--- src/rtl/rntd_pkg.sv ---
// ----------------------------------------------------------------------------
// rntd_pkg: shared types and constants for the radix digit converter
// Queue word layout, back-end state codes and the digit-to-ASCII mapping.
// ----------------------------------------------------------------------------
package rntd_pkg;

    localparam int WHOLE_W      = 31;
    localparam int FRAC_W       = 32;
    localparam int BASE_W       = 5;
    localparam int DIGIT_W      = 4;
    localparam int CHAR_W       = 7;
    localparam int WHOLE_DIGITS = 31;
    localparam int DIGIT_IDX_W  = 5;
    localparam int QUEUE_DEPTH  = 2;

    localparam logic [BASE_W-1:0] BASE_RESET = 5'd10;
    localparam logic [BASE_W-1:0] BASE_MIN   = 5'd2;
    localparam logic [BASE_W-1:0] BASE_MAX   = 5'd16;

    localparam logic [CHAR_W-1:0] CH_ZERO = 7'h30;
    localparam logic [CHAR_W-1:0] CH_A    = 7'h41;
    localparam logic [CHAR_W-1:0] CH_DOT  = 7'h2E;
    localparam logic [DIGIT_W-1:0] DIGIT_TEN = 4'd10;

    // one classified number waiting for the back end
    typedef struct packed {
        logic [WHOLE_W-1:0] whole;
        logic [FRAC_W-1:0]  frac;
        logic [BASE_W-1:0]  base;
        logic               whole_zero;
    } rntd_word_t;

    typedef enum logic [2:0] {
        B_IDLE,
        B_DIV,
        B_WHOLE,
        B_DOT,
        B_FRAC
    } back_state_t;

    function automatic logic [CHAR_W-1:0] digit_char(input logic [DIGIT_W-1:0] d);
        logic [CHAR_W-1:0] c;
        if (d < DIGIT_TEN)
            c = CH_ZERO + {3'b000, d};
        else
            c = CH_A + {3'b000, d - DIGIT_TEN};
        return c;
    endfunction

endpackage

--- src/rtl/rntd_front.sv ---
// ----------------------------------------------------------------------------
// rntd_front: input side of the radix digit converter
// Holds the base register, clamps it into range and tags each number.
// ----------------------------------------------------------------------------
module rntd_front
    import rntd_pkg::*;
(
    input  logic                clk,
    input  logic                rst_n,
    input  logic                cfg_valid,
    output logic                cfg_ready,
    input  logic [BASE_W-1:0]   radix_base,
    input  logic                item_valid,
    output logic                item_stall,
    input  logic [WHOLE_W-1:0]  whole_part,
    input  logic [FRAC_W-1:0]   fraction_part,
    input  logic                q_full,
    output logic                q_push,
    output rntd_word_t          q_word
);

    logic [BASE_W-1:0] base_reg;
    logic [BASE_W-1:0] base_next;
    logic [BASE_W-1:0] base_eff;

    assign cfg_ready = 1'b1;

    always_comb
    begin
        base_next = base_reg;
        if (cfg_valid)
            base_next = radix_base;
    end

    always_ff @(posedge clk or negedge rst_n)
    begin
        if (!rst_n)
            base_reg <= BASE_RESET;
        else
            base_reg <= base_next;
    end

    // treat codes below two as binary and above sixteen as hex
    always_comb
    begin
        if (base_reg < BASE_MIN)
            base_eff = BASE_MIN;
        else if (base_reg > BASE_MAX)
            base_eff = BASE_MAX;
        else
            base_eff = base_reg;
    end

    assign item_stall        = q_full;
    assign q_push            = item_valid && !q_full;
    assign q_word.whole      = whole_part;
    assign q_word.frac       = fraction_part;
    assign q_word.base       = base_eff;
    assign q_word.whole_zero = (whole_part == '0);

endmodule

--- src/rtl/rntd_fifo.sv ---
// ----------------------------------------------------------------------------
// rntd_fifo: short queue between front and back ends
// Two-entry register queue of classified numbers.
// ----------------------------------------------------------------------------
module rntd_fifo
    import rntd_pkg::*;
(
    input  logic       clk,
    input  logic       rst_n,
    input  logic       push,
    input  rntd_word_t push_word,
    output logic       full,
    input  logic       pop,
    output logic       empty,
    output rntd_word_t pop_word
);

    localparam int PTR_W = (QUEUE_DEPTH > 1) ? $clog2(QUEUE_DEPTH) : 1;
    localparam int CNT_W = $clog2(QUEUE_DEPTH + 1);
    localparam logic [CNT_W-1:0] DEPTH_C = CNT_W'(QUEUE_DEPTH);
    localparam logic [PTR_W-1:0] LAST_P  = PTR_W'(QUEUE_DEPTH - 1);

    rntd_word_t       mem_reg [0:QUEUE_DEPTH-1];
    logic [PTR_W-1:0] wr_ptr_reg, wr_ptr_next;
    logic [PTR_W-1:0] rd_ptr_reg, rd_ptr_next;
    logic [CNT_W-1:0] count_reg, count_next;
    logic             do_push, do_pop;

    assign full     = (count_reg == DEPTH_C);
    assign empty    = (count_reg == '0);
    assign do_push  = push && !full;
    assign do_pop   = pop && !empty;
    assign pop_word = mem_reg[rd_ptr_reg];

    always_comb
    begin
        wr_ptr_next = wr_ptr_reg;
        rd_ptr_next = rd_ptr_reg;
        count_next  = count_reg;
        if (do_push)
            wr_ptr_next = (wr_ptr_reg == LAST_P) ? '0 : wr_ptr_reg + 1'b1;
        if (do_pop)
            rd_ptr_next = (rd_ptr_reg == LAST_P) ? '0 : rd_ptr_reg + 1'b1;
        if (do_push && !do_pop)
            count_next = count_reg + 1'b1;
        else if (do_pop && !do_push)
            count_next = count_reg - 1'b1;
    end

    always_ff @(posedge clk or negedge rst_n)
    begin
        if (!rst_n)
        begin
            wr_ptr_reg <= '0;
            rd_ptr_reg <= '0;
            count_reg  <= '0;
        end
        else
        begin
            wr_ptr_reg <= wr_ptr_next;
            rd_ptr_reg <= rd_ptr_next;
            count_reg  <= count_next;
        end
    end

    always_ff @(posedge clk)
    begin
        if (do_push)
            mem_reg[wr_ptr_reg] <= push_word;
    end

endmodule

--- src/rtl/rntd_back.sv ---
// ----------------------------------------------------------------------------
// rntd_back: digit engine of the radix digit converter
// Serial divider for whole digits, digit stack, fraction multiplier, output.
// ----------------------------------------------------------------------------
module rntd_back
    import rntd_pkg::*;
#(
    parameter int FRACTION_DIGITS = 4
)
(
    input  logic               clk,
    input  logic               rst_n,
    input  logic               q_empty,
    input  rntd_word_t         q_word,
    output logic               q_pop,
    output logic               char_valid,
    input  logic               char_stall,
    output logic [CHAR_W-1:0]  ascii_char,
    output logic               last_char
);

    localparam int FC_W = (FRACTION_DIGITS > 1) ? $clog2(FRACTION_DIGITS) : 1;
    localparam logic [FC_W-1:0] FC_LAST = FC_W'(FRACTION_DIGITS - 1);
    localparam logic [DIGIT_IDX_W-1:0] BIT_LAST = DIGIT_IDX_W'(WHOLE_W - 1);
    localparam int PROD_W = FRAC_W + BASE_W;

    back_state_t              state_reg, state_next;
    logic [WHOLE_W-1:0]       quot_reg, quot_next;
    logic [DIGIT_W-1:0]       rem_reg, rem_next;
    logic [FRAC_W-1:0]        frac_reg, frac_next;
    logic [BASE_W-1:0]        base_reg, base_next;
    logic [DIGIT_IDX_W-1:0]   bcnt_reg, bcnt_next;
    logic [DIGIT_IDX_W-1:0]   nd_reg, nd_next;
    logic [DIGIT_IDX_W-1:0]   ecnt_reg, ecnt_next;
    logic [FC_W-1:0]          fcnt_reg, fcnt_next;
    logic [DIGIT_W-1:0]       digit_reg [0:WHOLE_DIGITS-1];
    logic                     push_digit;

    logic                     out_valid_reg, out_valid_next;
    logic [CHAR_W-1:0]        char_reg, char_next;
    logic                     last_reg, last_next;
    logic                     can_load, load;

    logic [BASE_W-1:0]        trial;
    logic                     ge;
    logic [DIGIT_W-1:0]       rem_step;
    logic [PROD_W-1:0]        prod;

    assign can_load = !out_valid_reg || !char_stall;

    // one restoring division step: remainder stays below the base
    assign trial    = {rem_reg, quot_reg[WHOLE_W-1]};
    assign ge       = (trial >= base_reg);
    assign rem_step = ge ? DIGIT_W'(trial - base_reg) : trial[DIGIT_W-1:0];
    assign prod     = PROD_W'(frac_reg) * PROD_W'(base_reg);

    always_comb
    begin
        state_next  = state_reg;
        quot_next   = quot_reg;
        rem_next    = rem_reg;
        frac_next   = frac_reg;
        base_next   = base_reg;
        bcnt_next   = bcnt_reg;
        nd_next     = nd_reg;
        ecnt_next   = ecnt_reg;
        fcnt_next   = fcnt_reg;
        push_digit  = 1'b0;
        q_pop       = 1'b0;
        load        = 1'b0;
        char_next   = char_reg;
        last_next   = last_reg;
        case (state_reg)
            B_IDLE:
            begin
                if (!q_empty)
                begin
                    q_pop     = 1'b1;
                    quot_next = q_word.whole;
                    frac_next = q_word.frac;
                    base_next = q_word.base;
                    rem_next  = '0;
                    bcnt_next = '0;
                    nd_next   = '0;
                    state_next = q_word.whole_zero ? B_DOT : B_DIV;
                end
            end
            B_DIV:
            begin
                rem_next  = rem_step;
                quot_next = {quot_reg[WHOLE_W-2:0], ge};
                bcnt_next = bcnt_reg + 1'b1;
                if (bcnt_reg == BIT_LAST)
                begin
                    push_digit = 1'b1;
                    nd_next    = nd_reg + 1'b1;
                    bcnt_next  = '0;
                    rem_next   = '0;
                    if (quot_next == '0)
                    begin
                        ecnt_next  = nd_reg;
                        state_next = B_WHOLE;
                    end
                end
            end
            B_WHOLE:
            begin
                if (can_load)
                begin
                    load      = 1'b1;
                    char_next = digit_char(digit_reg[ecnt_reg]);
                    last_next = 1'b0;
                    ecnt_next = ecnt_reg - 1'b1;
                    if (ecnt_reg == '0)
                        state_next = B_DOT;
                end
            end
            B_DOT:
            begin
                if (can_load)
                begin
                    load       = 1'b1;
                    char_next  = CH_DOT;
                    last_next  = 1'b0;
                    fcnt_next  = '0;
                    state_next = B_FRAC;
                end
            end
            B_FRAC:
            begin
                if (can_load)
                begin
                    load      = 1'b1;
                    char_next = digit_char(prod[FRAC_W+DIGIT_W-1:FRAC_W]);
                    last_next = (fcnt_reg == FC_LAST);
                    frac_next = prod[FRAC_W-1:0];
                    fcnt_next = fcnt_reg + 1'b1;
                    if (fcnt_reg == FC_LAST)
                        state_next = B_IDLE;
                end
            end
            default:
            begin
                state_next = B_IDLE;
            end
        endcase
    end

    always_comb
    begin
        out_valid_next = out_valid_reg;
        if (load)
            out_valid_next = 1'b1;
        else if (!char_stall)
            out_valid_next = 1'b0;
    end

    always_ff @(posedge clk or negedge rst_n)
    begin
        if (!rst_n)
        begin
            state_reg     <= B_IDLE;
            out_valid_reg <= 1'b0;
            bcnt_reg      <= '0;
            nd_reg        <= '0;
            ecnt_reg      <= '0;
            fcnt_reg      <= '0;
        end
        else
        begin
            state_reg     <= state_next;
            out_valid_reg <= out_valid_next;
            bcnt_reg      <= bcnt_next;
            nd_reg        <= nd_next;
            ecnt_reg      <= ecnt_next;
            fcnt_reg      <= fcnt_next;
        end
    end

    // remainder of the final step goes onto the digit stack
    always_ff @(posedge clk)
    begin
        quot_reg <= quot_next;
        rem_reg  <= rem_next;
        frac_reg <= frac_next;
        base_reg <= base_next;
        char_reg <= char_next;
        last_reg <= last_next;
        if (push_digit)
            digit_reg[nd_reg] <= rem_step;
    end

    assign char_valid = out_valid_reg;
    assign ascii_char = char_reg;
    assign last_char  = last_reg;

endmodule

--- src/rtl/radix_number_to_digits_unit.sv ---
// ----------------------------------------------------------------------------
// radix_number_to_digits_unit: fixed-point number to ASCII digit string
// Whole digits in base 2..16, then '.', then FRACTION_DIGITS fraction digits.
// ----------------------------------------------------------------------------
// Per number: the back end dequeues it, the serial divider produces each whole
// digit, then one character per cycle while char_stall is low.
// A two-word queue takes new numbers while the divider works.
// Reset clears the queue, sequencer and output valid; the base resets to 10.
module radix_number_to_digits_unit
    import rntd_pkg::*;
#(
    parameter int FRACTION_DIGITS = 4
)
(
    input  logic               clk,
    input  logic               rst_n,
    input  logic               cfg_valid,
    output logic               cfg_ready,
    input  logic [BASE_W-1:0]  radix_base,
    input  logic               item_valid,
    output logic               item_stall,
    input  logic [WHOLE_W-1:0] whole_part,
    input  logic [FRAC_W-1:0]  fraction_part,
    output logic               char_valid,
    input  logic               char_stall,
    output logic [CHAR_W-1:0]  ascii_char,
    output logic               last_char
);

    rntd_word_t push_word;
    rntd_word_t pop_word;
    logic       q_push, q_full, q_pop, q_empty;

    rntd_front u_front (
        .clk           (clk),
        .rst_n         (rst_n),
        .cfg_valid     (cfg_valid),
        .cfg_ready     (cfg_ready),
        .radix_base    (radix_base),
        .item_valid    (item_valid),
        .item_stall    (item_stall),
        .whole_part    (whole_part),
        .fraction_part (fraction_part),
        .q_full        (q_full),
        .q_push        (q_push),
        .q_word        (push_word)
    );

    rntd_fifo u_fifo (
        .clk       (clk),
        .rst_n     (rst_n),
        .push      (q_push),
        .push_word (push_word),
        .full      (q_full),
        .pop       (q_pop),
        .empty     (q_empty),
        .pop_word  (pop_word)
    );

    rntd_back #(
        .FRACTION_DIGITS (FRACTION_DIGITS)
    ) u_back (
        .clk        (clk),
        .rst_n      (rst_n),
        .q_empty    (q_empty),
        .q_word     (pop_word),
        .q_pop      (q_pop),
        .char_valid (char_valid),
        .char_stall (char_stall),
        .ascii_char (ascii_char),
        .last_char  (last_char)
    );

endmodule
--- config.mk ---
export PLATFORM = sky130hd
export DESIGN_NAME = radix_number_to_digits_unit
export DESIGN_NICKNAME = d
export VERILOG_FILES = /design/src/rtl/rntd_pkg.sv /design/src/rtl/rntd_front.sv /design/src/rtl/rntd_fifo.sv /design/src/rtl/rntd_back.sv /design/src/rtl/radix_number_to_digits_unit.sv
export SDC_FILE = /design/constraint.sdc
export NUM_CORES = 1
export LEC_CHECK = 0
export BUFFER_PORTS_ARGS = -buffer_cell sky130_fd_sc_hd__buf_2
export CAP_MARGIN = 0
export CORE_UTILIZATION = 40
export DETAILED_ROUTE_END_ITERATION = 10
export GPL_TIMING_DRIVEN = 0
export PLACE_DENSITY_LB_ADDON = 0.2
export REMOVE_ABC_BUFFERS = 1
export SYNTH_ARGS = -nofsm -noshare
export SYNTH_HDL_FRONTEND = slang
export SYNTH_SLANG_ARGS = --single-unit
--- constraint.sdc ---
create_clock -name clk -period 7.7 [get_ports clk]
set_input_delay 0.77 -clock clk [delete_from_list [all_inputs] [get_ports clk]]
set_output_delay 0.77 -clock clk [all_outputs]
set_load 0.01 [all_outputs]
# == Word-level counts from Yosys, hierarchy flattened ==
# Memories as Yosys holds them, arrays and structs flattened.
# Cells that the tools add are included.
# Widths: inputs -> output; s select.
# word_totals
word_cells,150
latchBits,0
mem_bits_rw,262
out_inout_bits,11
regBits,110
romBits,0
input_bits,73
mem_count,2
# mem_list
memory,depth,word_bits,read_ports,rd_clocked_by_memory_dff,wr,line,source
u_fifo.mem_reg,2,69,1,0,1,rntd_fifo.sv:23,rntd_word_t mem_reg [0:QUEUE_DEPTH-1];
u_back.digit_reg,31,4,1,0,1,rntd_back.sv:36,logic [DIGIT_W-1:0] digit_reg [0:WHOLE_DIGITS-1];
# op_classes
eq_ne,17
mux,58
div_mod_pow,0
shift,0
n_reduce_logical,35
bitwise_logic,1
n_addsub,15
mul,1
order_cmp,5
# ops
op,count
$mux 32,2
$pmux 32 s2,1
$logic_not 31->1,2
$pmux 31 s2,1
$mux 5,8
$mul 32x5->36,1
$mux 7,5
$mux 31,1
$pmux 5 s2,3
$mux 3,8
$pmux 7 s3,1
$ne 2x1->1 const B,9
$mux 1,16
$pmux 3 s5,1
$add 6x4->7 const A,2
$add 7x4->7 const A,2
$mux 4,3
$reduce_and 3->1,4
$reduce_bool 2->1,6
$add 5x1->5 const B,2
$mux 2,5
$lt 4x4->1 const B,2
$pmux 4 s2,1
$reduce_and 4->1,2
29 further kinds,44

# == Longest topological paths before layout ==
# Gate-level depths: netlist (run 1).
# logic_depth
ltp_word,8
mapped_depth,22

# == Modules after synthesis ==
# A second synthesis (run 1) with hierarchy kept.
# hier_totals
cells_unflattened,1725
area_unflattened_um2,21349.2
# modules_own_cells
module,area_per_inst_um2,cells_each,seq_area_each_um2,n_inst
rntd_back,15028.2,1395,6651.4,1
rntd_fifo,5527.8,234,4244.1,1
rntd_front,793.3,96,127.6,1

# == Worst setup path before layout (run 1) ==
# No wires, ideal clock.
# synth_timing
path_kind,flip-flop to flip-flop
from,register u_back.base_reg[4]
to,"register u_back.char_reg[3], in the netlist u_back.ascii_char[3] (data pin)"
setup_time_ns,0.265
period_less_slack_ns,5.404
path_slack_ns,2.296
path_stages_with_launch,21
t_required_ns,7.435
t_arrival_ns,5.139
path_cell_list,edfxtp_1 clkbuf_1 and2_1 fa_1 fa_1 inv_1 fa_1 inv_1 ha_1 a21o_1 a21o_1 a221oi_1 a211oi_1 a211oi_1 o21ai_1 xnor2_2 ha_1 inv_1 or3_1 a22oi_1 o211ai_1
# synth_via
elab_chain_len,6
word_cells_on_any_way,8
# synth_rtl
item,line,source
from (decl),rntd_back.sv:31,"logic [BASE_W-1:0] base_reg, base_next;"
from (signal assigned),rntd_back.sv:186,base_reg <= base_next;
$mul 32x5->36 *,rntd_back.sv:55,assign prod = PROD_W'(frac_reg) * PROD_W'(base_reg);
$sub 4x4->4,rntd_pkg.sv:46,"c = CH_A + {3'b000, d - DIGIT_TEN};"
$add 7x4->7,rntd_pkg.sv:46,
$mux 7 *,rntd_pkg.sv:43,if (d < DIGIT_TEN)
$mux 7 *,rntd_back.sv:131,if (can_load)
$pmux 7 s3 *,rntd_back.sv:73,case (state_reg)
net u_back.char_next[3],rntd_back.sv:40,"logic [CHAR_W-1:0] char_reg, char_next;"
to (signal assigned),rntd_back.sv:187,char_reg <= char_next;
to (decl),rntd_back.sv:40,
# Mark *: on every way through the listed nets, which the timed path passes. The rest lies on a longest branch. The select of a mux whose other input is x is not followed.
# A chain may end at the register's enable or synchronous reset.

# == Worst setup path in the final report (run 1) ==
# layout_timing
from,register u_back.base_reg[3]
to,"register u_back.char_reg[3], in the netlist u_back.ascii_char[3] (data pin)"
# Same word-level chain as after synthesis.

==> metrics.md, run 1 <==
| Metric | Value |
|---|---|
| Initial antenna violation count | 1 |
| Vias in the first global route | about 13,000 |
| Period utilization | slightly above 90% |
| Die Y | between 200 and 250 um |
| WL/cell | between 15 and 20 um |
| Syn. warnings | 0 |
| Residual DRC | 0 |
| Synth area leaders | edfxtp_1 51%, fa_1 8.9%, mux4_2 4.0%, ha_1 4.0%, and2_1 3.8% |
| Worst Clk Skew | ~21 ps |
| Placed insts | about 2,300 |
| Routed WL | between 40,000 and 50,000 um |
| Die width | between 200 and 250 um |
| Final Cell Area | roughly 23,000 um2 |
| Async set-or-reset flop fraction in the synthesized netlist | between 8 and 9% |
| CTS Sinks | 372 |
| Global Route Usage Sum | between 15 and 20% |
| Status | completed |
| Endpoints failing setup | 0 |
| Post-Syn Area per Cell | about 13 um2 |
| Worst Hold Class | in -> async |
| Hold slack | roughly 270 ps |
| Worst Path Arrival | between 7000 and 8000 ps |
| Total number of vias | 12,234 |
| Crit path launch | u_back.base_reg[3] |
| Placed Instance Area | 21,600 um2 |
| DR vias/cell | 5.12 |
| H-tree Lvls | 2 |
| First-pass GRT wire length | 69,000 um |
| Worst EP required | 8000 ps |
| GPL Wtd Cong | 0.796 |
| Clock Tree Buf Depth | 3 |
| Antenna diodes | 0 |
| CTS buffer count | between 40 and 50 |
| Max reg flops | between 100 and 150 |
| Pin count of the biggest net entering global routing | 43 |
| CTS tree | yes |
| Critical R2R Launch | u_back.base_reg[3] |
| Cell area after synthesis | between 20,000 and 25,000 um2 |
| Final max-slew violation count | 0 |
| Final layout net count | about 1,900 |
| Ports | 84 |
| Compound-Gate Fraction of Synth Area | around 7.3% |
| Synth area leader | edfxtp_1 |
| Seq/Total Area, Yosys | between 50 and 60% |
| Mux contribution to synthesized area | under 10% |
| Most common cell in the netlist | edfxtp_1 |
| RSZ-0062 raised after global routing | false |
| Max FO, Critical Path | 33 |
| DR pass1 iterations | 5 |
| Top cell type's share of synthesized area | between 50% and 60% |
| Post-synthesis simple-gate area fraction | between 10% and 20% |
| Final ANT Viol Nets | 0 |
| Die Footprint | 51,400 um2 |
| Postcts setup bufs | 0 |
| CP Class | reg -> reg |
| Nature of the critical path endpoint | register |
| Final HPWL from detailed placement | around 30,000 um |
| Final Hold Fails | 0 |
| Cts repair resizes | 0 |
| Clock-pin slew on the worst setup and hold paths | around 60 ps |
| Period minus WS final | ~7000 ps |
| Root Driver | clkbuf_16 |
| Main flop type after synthesis | edfxtp_1 |
| Total gr overflow | 0 |
| Worst setup SP type | register |
| Starting Density | between 40% and 50% |
| Max Cap Viol | 0 |
| Synth Area in XOR/XNOR | 1.99% |
| Synth cell types | 68 |
| First DRT Iteration DRCs | 653 |
| Row count | 82 |
| CTS Hold Bufs | 0 |
| Slew headroom | between 15 and 20% |
| Least-Margin Pin Slew | 1250 ps |
| IO Port Bufs | slightly above 80 |
| Fmax | approximately 140 MHz |
| Layout cells sized above 1 | a little over an eighth |
| Most frequent cells after synthesis | 342 x edfxtp_1, 150 x nand2_1, 143 x inv_1, 122 x and2_1, 103 x o21ai_0 |
| Post-synth EDFFs | 342 |
| Post-Layout Cell Count | between 2,000 and 2,500 |
| Synthesized instance count | approximately 1,600 |
| Worst-Skew Late Latency | ~580 ps |
| Setup TNS | 0 ps |
| Synth Area in Adders | between 10 and 15% |
| Flops & latches, synth | between 300 and 400 |
| Synth-to-layout area growth | 13.5% |
| Core Footprint | about 50,000 um2 |
| Largest family of logic cells by synthesized area | adder cells |
## placed cells by master (no fill, tap or decap), types with 14 or more instances in the layout
| cell type | netlist | final |
|---|---|---|
| a21o_1 | 14 | 14 |
| a21oi_1 | 57 | 54 |
| and2_1 | 122 | 122 |
| buf_2 | 5 | 82 |
| clkbuf_16 | 0 | 43 |
| dfrtp_1 | 28 | 26 |
| edfxtp_1 | 342 | 342 |
| fa_1 | 90 | 90 |
| ha_1 | 64 | 64 |
| inv_1 | 143 | 142 |
| mux2i_1 | 65 | 65 |
| mux4_2 | 36 | 36 |
| nand2_1 | 150 | 149 |
| nand3_1 | 20 | 20 |
| nand4_1 | 15 | 15 |
| nor2_1 | 72 | 71 |
| nor2b_1 | 16 | 16 |
| o21ai_0 | 103 | 103 |
| xnor2_1 | 22 | 22 |
| xor2_1 | 22 | 22 |
## layout make-up
class                           count  area, um2
Fill cell                        4533      27000
Sequential cell                   372      11000
Multi-Input combinational cell   1020       8440
Clock buffer                       54       1130
Tap cell                          672        841
Timing Repair Buffer              101        739
Inverter                          144        541
Clock inverter                     26        221
## worst paths after layout
kind                       depth (start not counted)                     to  slack (ps)
hold / removal                                     1     u_back.ecnt_reg[2]         270
setup / recovery                                  19   u_back.ascii_char[3]         730
setup reg to reg                                  19   u_back.ascii_char[3]         730
min in group clk                                   1  u_fifo.mem_reg[1][34]         380
hold reg to reg                                    1     u_back.fcnt_reg[1]         510
max in group asynchronous                          1      u_fifo.rd_ptr_reg        6860
## metrics by stage
stage	util [%]	worst slack, ps
6_report	45.9	727
5_1_grt	45.9	324
4_1_cts	45.9	690
3_5_place_dp	43.2	737
3_3_place_gp	42.5	-1240
2_1_floorplan	-	2180
## critical path: stages, from the launching register on
cell      delay, ps
edfxtp_1       1150
and2_1          280
fa_1            460
fa_1            550
inv_1            60
fa_1            540
inv_1            40
ha_1            370
a21o_1          220
a21o_1          170
a221oi_1        450
a211oi_1        210
a211oi_1        500
o21ai_1         200
xnor2_2         460
ha_1            280
inv_1            50
or3_1           330
a22oi_1         210
o211ai_1        140
## routing by layer
metal	GRT usage [%]	part of all wire (%)	wire [um]	vias to the layer above
met5	0	0.037	16	-
met1	22.5	44	18900	6070
met4	5.17	2.4	1010	2
met2	29.9	49	21100	220
li1	-	-	-	5875
met3	3.28	4.5	1940	67
## logic make-up after synthesis
logic type               after synthesis
flip-flops                           372
other                                  1
buffers and inverters                208
AND/OR/NAND/NOR                      461
multiplexers                         112
adder cells (fa/ha/maj)              154
AO/OA/AOI/OAI                        247
XOR/XNOR                              45
Power of run 1 is not shown: default switching activity piles up to over one toggle a cycle in this logic, so the estimate is an artifact.
==> inputs of run 2 (changes only) <==
- CORE_UTILIZATION: 40 -> 35
==> metrics.md, run 2 (synthesized netlist as in run 1, its figures left out) <==
| Metric | Value |
|---|---|
| Final max-slew violation count | 0 (unchanged) |
| Crit path launch | u_back.base_reg[4] |
| Buffers and inverters on the worst path | 3 (unchanged) |
| Pin count of the biggest net entering global routing | 53 (+23%) |
| Period minus WS final | 7000 ps (+31.1 ps) |
| First-pass GRT wire length | 72,500 um (+5.0%) |
| WL/cell | 17.9 um (-0.56%) |
| Layout cells sized above 1 | 13.7% (+0.12 points) |
| FF-to-FF End | u_back.ascii_char[3] |
| Commonest non-fill, non-tap cell in the layout | edfxtp_1 |
| Status | completed |
| Max incr delay on CP | 1200 ps (+50 ps) |
| Synth-to-layout area growth | 14.1% |
| Ports | 84 (unchanged) |
| Max Cap Viol | 0 (unchanged) |
| Fmax | 143 MHz (-0.44%) |
| Row count | 87 (+6.1%) |
| Period utilization | 91.0% (+0.40 points) |
| Total gr overflow | 0 (unchanged) |
| Routed WL | 44,200 um (+2.9%) |
| Residual DRC | 0 (unchanged) |
| CP Cell Sequence | and2_1 > fa_1 > fa_1 > inv_1 > fa_1 > inv_1 > ha_1 > a21o_1 > a21o_1 > a221oi_1 > a211oi_1 > a211oi_1 > o21ai_1 > xnor2_2 > ha_1 > inv_1 > or3_1 > a22oi_1 > o211ai_1 |
| Critical path's slowest cell | edfxtp_1 |
| Final Hold Fails | 0 (unchanged) |
| Register area | 11,000 um2 (unchanged) |
| IO Port Bufs | 82 (unchanged) |
| Initial antenna violation count | 2 (+1) |
| Setup TNS | 0 ps (unchanged) |
| DR vias/cell | 4.96 (-3.2%) |
| Worst Hold Class | in -> async |
| Final layout net count | 1,909 (unchanged) |
| CTS Sinks | 372 (unchanged) |
| Critical R2R Launch | u_back.base_reg[4] |
| Worst-Skew Late Latency | 580 ps (about the same) |
| Worst setup path endpoint | u_back.ascii_char[3] |
| Root Driver | clkbuf_16 |
| CTS buffer count | 43 (unchanged) |
| Worst Path Arrival | 7300 ps (+20 ps) |
| Endpoints failing setup | 0 (unchanged) |
| Antenna diodes | 0 (unchanged) |
| First DRT Iteration DRCs | 711 (+8.9%) |
| Slew headroom | 14.9% (-2.0 points) |
| Max reg flops | 138 (unchanged) |
| Global Route Usage Sum | 15.5% (-2.0 points) |
| Nature of the critical path endpoint | register |
| Core Footprint | 56,700 um2 (+14%) |
| Fillers | 5,300 (+17%) |
| Area of the multi-input gates | 8430 um2 (about the same) |
| Final ANT Viol Nets | 0 (unchanged) |
| Cts repair resizes | 0 (unchanged) |
| WP depth | 19 (unchanged) |
| Delay-heaviest family, CP | compound AO/OA/AOI/OAI gates |
| Worst Clk Skew | 19.0 ps (-2.13 ps) |
| Reg2Reg Setup Slack | 700 ps (-30 ps) |
| CP Class | reg -> reg |
| Worst setup SP type | register |
| DR pass1 iterations | 4 (-1) |
| Max FO, Critical Path | 33 (unchanged) |
| Postcts setup bufs | 0 (unchanged) |
| Die Y | 242 um (+6.8%) |
| Die width | 242 um (+6.8%) |
| Vias in the first global route | 12,909 (+2.3%) |
| RSZ-0062 raised after global routing | false |
| GPL Wtd Cong | 0.833 (+4.7%) |
| Worst EP required | 8000 ps (about the same) |
| Final HPWL from detailed placement | 31,200 um (+4.7%) |
| CTS tree | yes |
| Worst r2r path cells | 19 (unchanged) |
| Clock-pin slew on the worst setup and hold paths | 60 ps (about the same) |
| Total number of vias | 12,262 (+0.23%) |
| Die Footprint | 58,700 um2 (+14%) |
| Clock Tree Buf Depth | 3 (unchanged) |
| Starting Density | 35.6% (-4.8 points) |
| Commonest non-fill, non-tap cells in the layout | 342 x edfxtp_1, 149 x nand2_1, 142 x inv_1 |
| Least-Margin Pin Slew | 1280 ps (+30.3 ps) |
| H-tree Lvls | 2 (unchanged) |
| CTS Hold Bufs | 0 (unchanged) |
[run 2: layout make-up]
cell class / count / share of cell area [%]
flip-flops and latches: 372 / 47.8
multi-input cells: 1020 / 36.6
clock buffers: 61 / 5.05
well taps: 756 / 4.10
repair buffers: 101 / 3.13
inverters: 144 / 2.34
clock inverters: 19 / 0.966
[run 2: worst min path at each step]
stage	from	to	slack, ps	depth (start not counted)
after floorplan	u_back.bcnt_reg[4]	u_back.bcnt_reg[4]	450	1
after global placement	u_back.bcnt_reg[4]	u_back.bcnt_reg[4]	470	1
after detailed placement	u_back.bcnt_reg[4]	u_back.bcnt_reg[4]	490	1
after CTS	rst_n	u_back.bcnt_reg[2]	260	1
after global routing	rst_n	u_back.bcnt_reg[0]	300	1
final	rst_n	u_fifo.wr_ptr_reg	270	1
[run 2: routing by layer]
layer  global-route usage [%]  up-vias  share of wire, %
met4                     4.60        2               2.3
met2                     26.1      205                48
met5                        0        -             0.029
met1                     20.6     6122                46
met3                     2.49       69               4.0
li1                         -     5864                 -
[run 2: stage by stage]
step	hold slack [ps]	setup WS (ps)	std cells	utilization, %	area (um2)
finish	275	696	2473	40.7	23100
global route	296	385	2473	40.7	23100
global placement	471	-1330	2374	37.6	21300
detailed placement	486	774	2392	38.2	21700
floorplan	445	2180	1536	-	20000
CTS	265	717	2472	40.6	23000
Power of run 2 is left out for the same reason.
==> inputs of run 3 (changes only) <==
- CORE_ASPECT_RATIO: default -> 2
- REMOVE_ABC_BUFFERS: 1 -> default
==> metrics.md, run 3 (synthesized netlist as in run 1, its figures left out) <==
| Metric | Value |
|---|---|
| Status | completed |
| Pin count of the biggest net entering global routing | 55 (+3.8%) |
| Die width | 172 um (-29%) |
| H-tree Lvls | 2 (unchanged) |
| Setup TNS | 0 ps (unchanged) |
| Least-Margin Pin Slew | 1350 ps (+68.8 ps) |
| Worst Hold Class | in -> async |
| First-pass GRT wire length | 79,300 um (+9.3%) |
| Final max-slew violation count | 0 (unchanged) |
| Worst path most repeated cell | fa_1 |
| Slew headroom | 7.97% (-6.9 points) |
| GPL Wtd Cong | 0.892 (+7.1%) |
| Max Cap Viol | 0 (unchanged) |
| Endpoints failing setup | 0 (unchanged) |
| Commonest non-fill, non-tap cells in the layout | 342 x edfxtp_1, 149 x nand2_1, 142 x inv_1 |
| Worst r2r path cells | 20 (+1) |
| Max reg flops | 138 (unchanged) |
| First DRT Iteration DRCs | 604 (-15%) |
| Cts repair resizes | 0 (unchanged) |
| DR pass1 iterations | 5 (+1) |
| Core Footprint | 57,100 um2 (+0.67%) |
| Reg2Reg Setup Slack | 600 ps (-100 ps) |
| Clock-pin slew on the worst setup and hold paths | 80 ps (+20 ps) |
| CP Class | reg -> reg |
| Worst EP required | 8070 ps (+70 ps) |
| Initial antenna violation count | 1 (-1) |
| Final ANT Viol Nets | 0 (unchanged) |
| Critical path's slowest cell | clkbuf_1 |
| Delay-heaviest family, CP | compound AO/OA/AOI/OAI gates |
| Postcts setup bufs | 0 (unchanged) |
| Residual DRC | 0 (unchanged) |
| IO Port Bufs | 82 (unchanged) |
| Routed WL | 52,100 um (+18%) |
| CTS Sinks | 372 (unchanged) |
| Final HPWL from detailed placement | 40,800 um (+31%) |
| Die Y | 342 um (+41%) |
| CP Cell Sequence | clkbuf_1 > and2_1 > fa_1 > fa_1 > inv_1 > fa_1 > inv_1 > ha_1 > a21oi_1 > o21ai_0 > a221oi_1 > a211oi_1 > a211oi_1 > o21ai_1 > xnor2_2 > ha_1 > xnor2_1 > nor2_1 > a211o_1 > a22oi_1 |
| Commonest non-fill, non-tap cell in the layout | edfxtp_1 |
| WL/cell | 20.8 um (+16%) |
| Max incr delay on CP | 650 ps (-550 ps) |
| Final Hold Fails | 0 (unchanged) |
| RSZ-0062 raised after global routing | false |
| Period minus WS final | 7100 ps (+99.1 ps) |
| Vias in the first global route | 13,680 (+6.0%) |
| Synth-to-layout area growth | 12.7% |
| Global Route Usage Sum | 18.4% (+2.8 points) |
| Row count | 124 (+43%) |
| FF-to-FF End | u_back.ascii_char[2] |
| Worst-Skew Late Latency | 540 ps (-40 ps) |
| Clock Tree Buf Depth | 3 (unchanged) |
| Final layout net count | 1,954 (+2.4%) |
| Total number of vias | 12,688 (+3.5%) |
| Total gr overflow | 0 (unchanged) |
| Starting Density | 35.4% (-0.24 points) |
| Max FO, Critical Path | 10 (-70%) |
| CTS Hold Bufs | 0 (unchanged) |
| Critical R2R Launch | u_back.base_reg[4] |
| Ports | 84 (unchanged) |
| Worst Clk Skew | 14.4 ps (-4.61 ps) |
| Antenna diodes | 0 (unchanged) |
| Synth Net Count | around 1,800 |
| Nature of the critical path endpoint | register |
| Post-layout util | 39.9% (-0.77 points) |
| Root Driver | clkbuf_16 |
| CTS buffer count | 35 (-19%) |
| Buffers and inverters on the worst path | 3 (unchanged) |
| Worst Path Arrival | 7480 ps (+180 ps) |
| Period utilization | 92.2% (+1.3 points) |
| Layout cells sized above 1 | 12.3% (-1.4 points) |
| CTS tree | yes |
| DR vias/cell | 5.06 (+2.1%) |
| Fmax | 141 MHz (-1.4%) |
| Die Footprint | 58,800 um2 (+0.10%) |
| Worst setup SP type | register |
[run 3: worst max path at each step]
stage	start	endpoint	slack, ps	depth (start not counted)
2_1_floorplan	u_back.base_reg[4]	u_back.ascii_char[3]	2300	20
3_3_place_gp	u_back.base_reg[4]	u_back.ascii_char[2]	550	20
3_5_place_dp	u_back.base_reg[4]	u_back.ascii_char[2]	610	20
4_1_cts	u_back.base_reg[4]	u_back.ascii_char[2]	560	20
5_1_grt	u_back.base_reg[4]	u_back.ascii_char[2]	180	20
6_report	u_back.base_reg[4]	u_back.ascii_char[2]	600	20
[run 3: layout make-up]
class / count / area (um2)
clock inverter: 21 / 134
sequential: 372 / 11000
clock buffer: 40 / 895
fill: 5520 / 34300
tap: 756 / 946
timing repair buffer: 90 / 563
multi-input combinational: 1020 / 8420
buffer: 64 / 250
inverter: 144 / 541
[run 3: metal layers]
layer	wire length, um	GRT usage (%)
met5	8	0
met4	3390	11.1
met3	1250	1.89
met2	31000	37.6
met1	16500	16.4
[run 3: through the flow]
step	cells	setup WS, ps	instance area [um2]	hold slack, ps
after CTS	2506	562	22800	308
after global placement	2438	553	21600	466
after detailed placement	2445	605	21700	486
after global routing	2507	183	22800	349
final	2507	597	22800	303
after floorplan	1600	2300	20200	445
Power of run 3 is left out for the same reason.
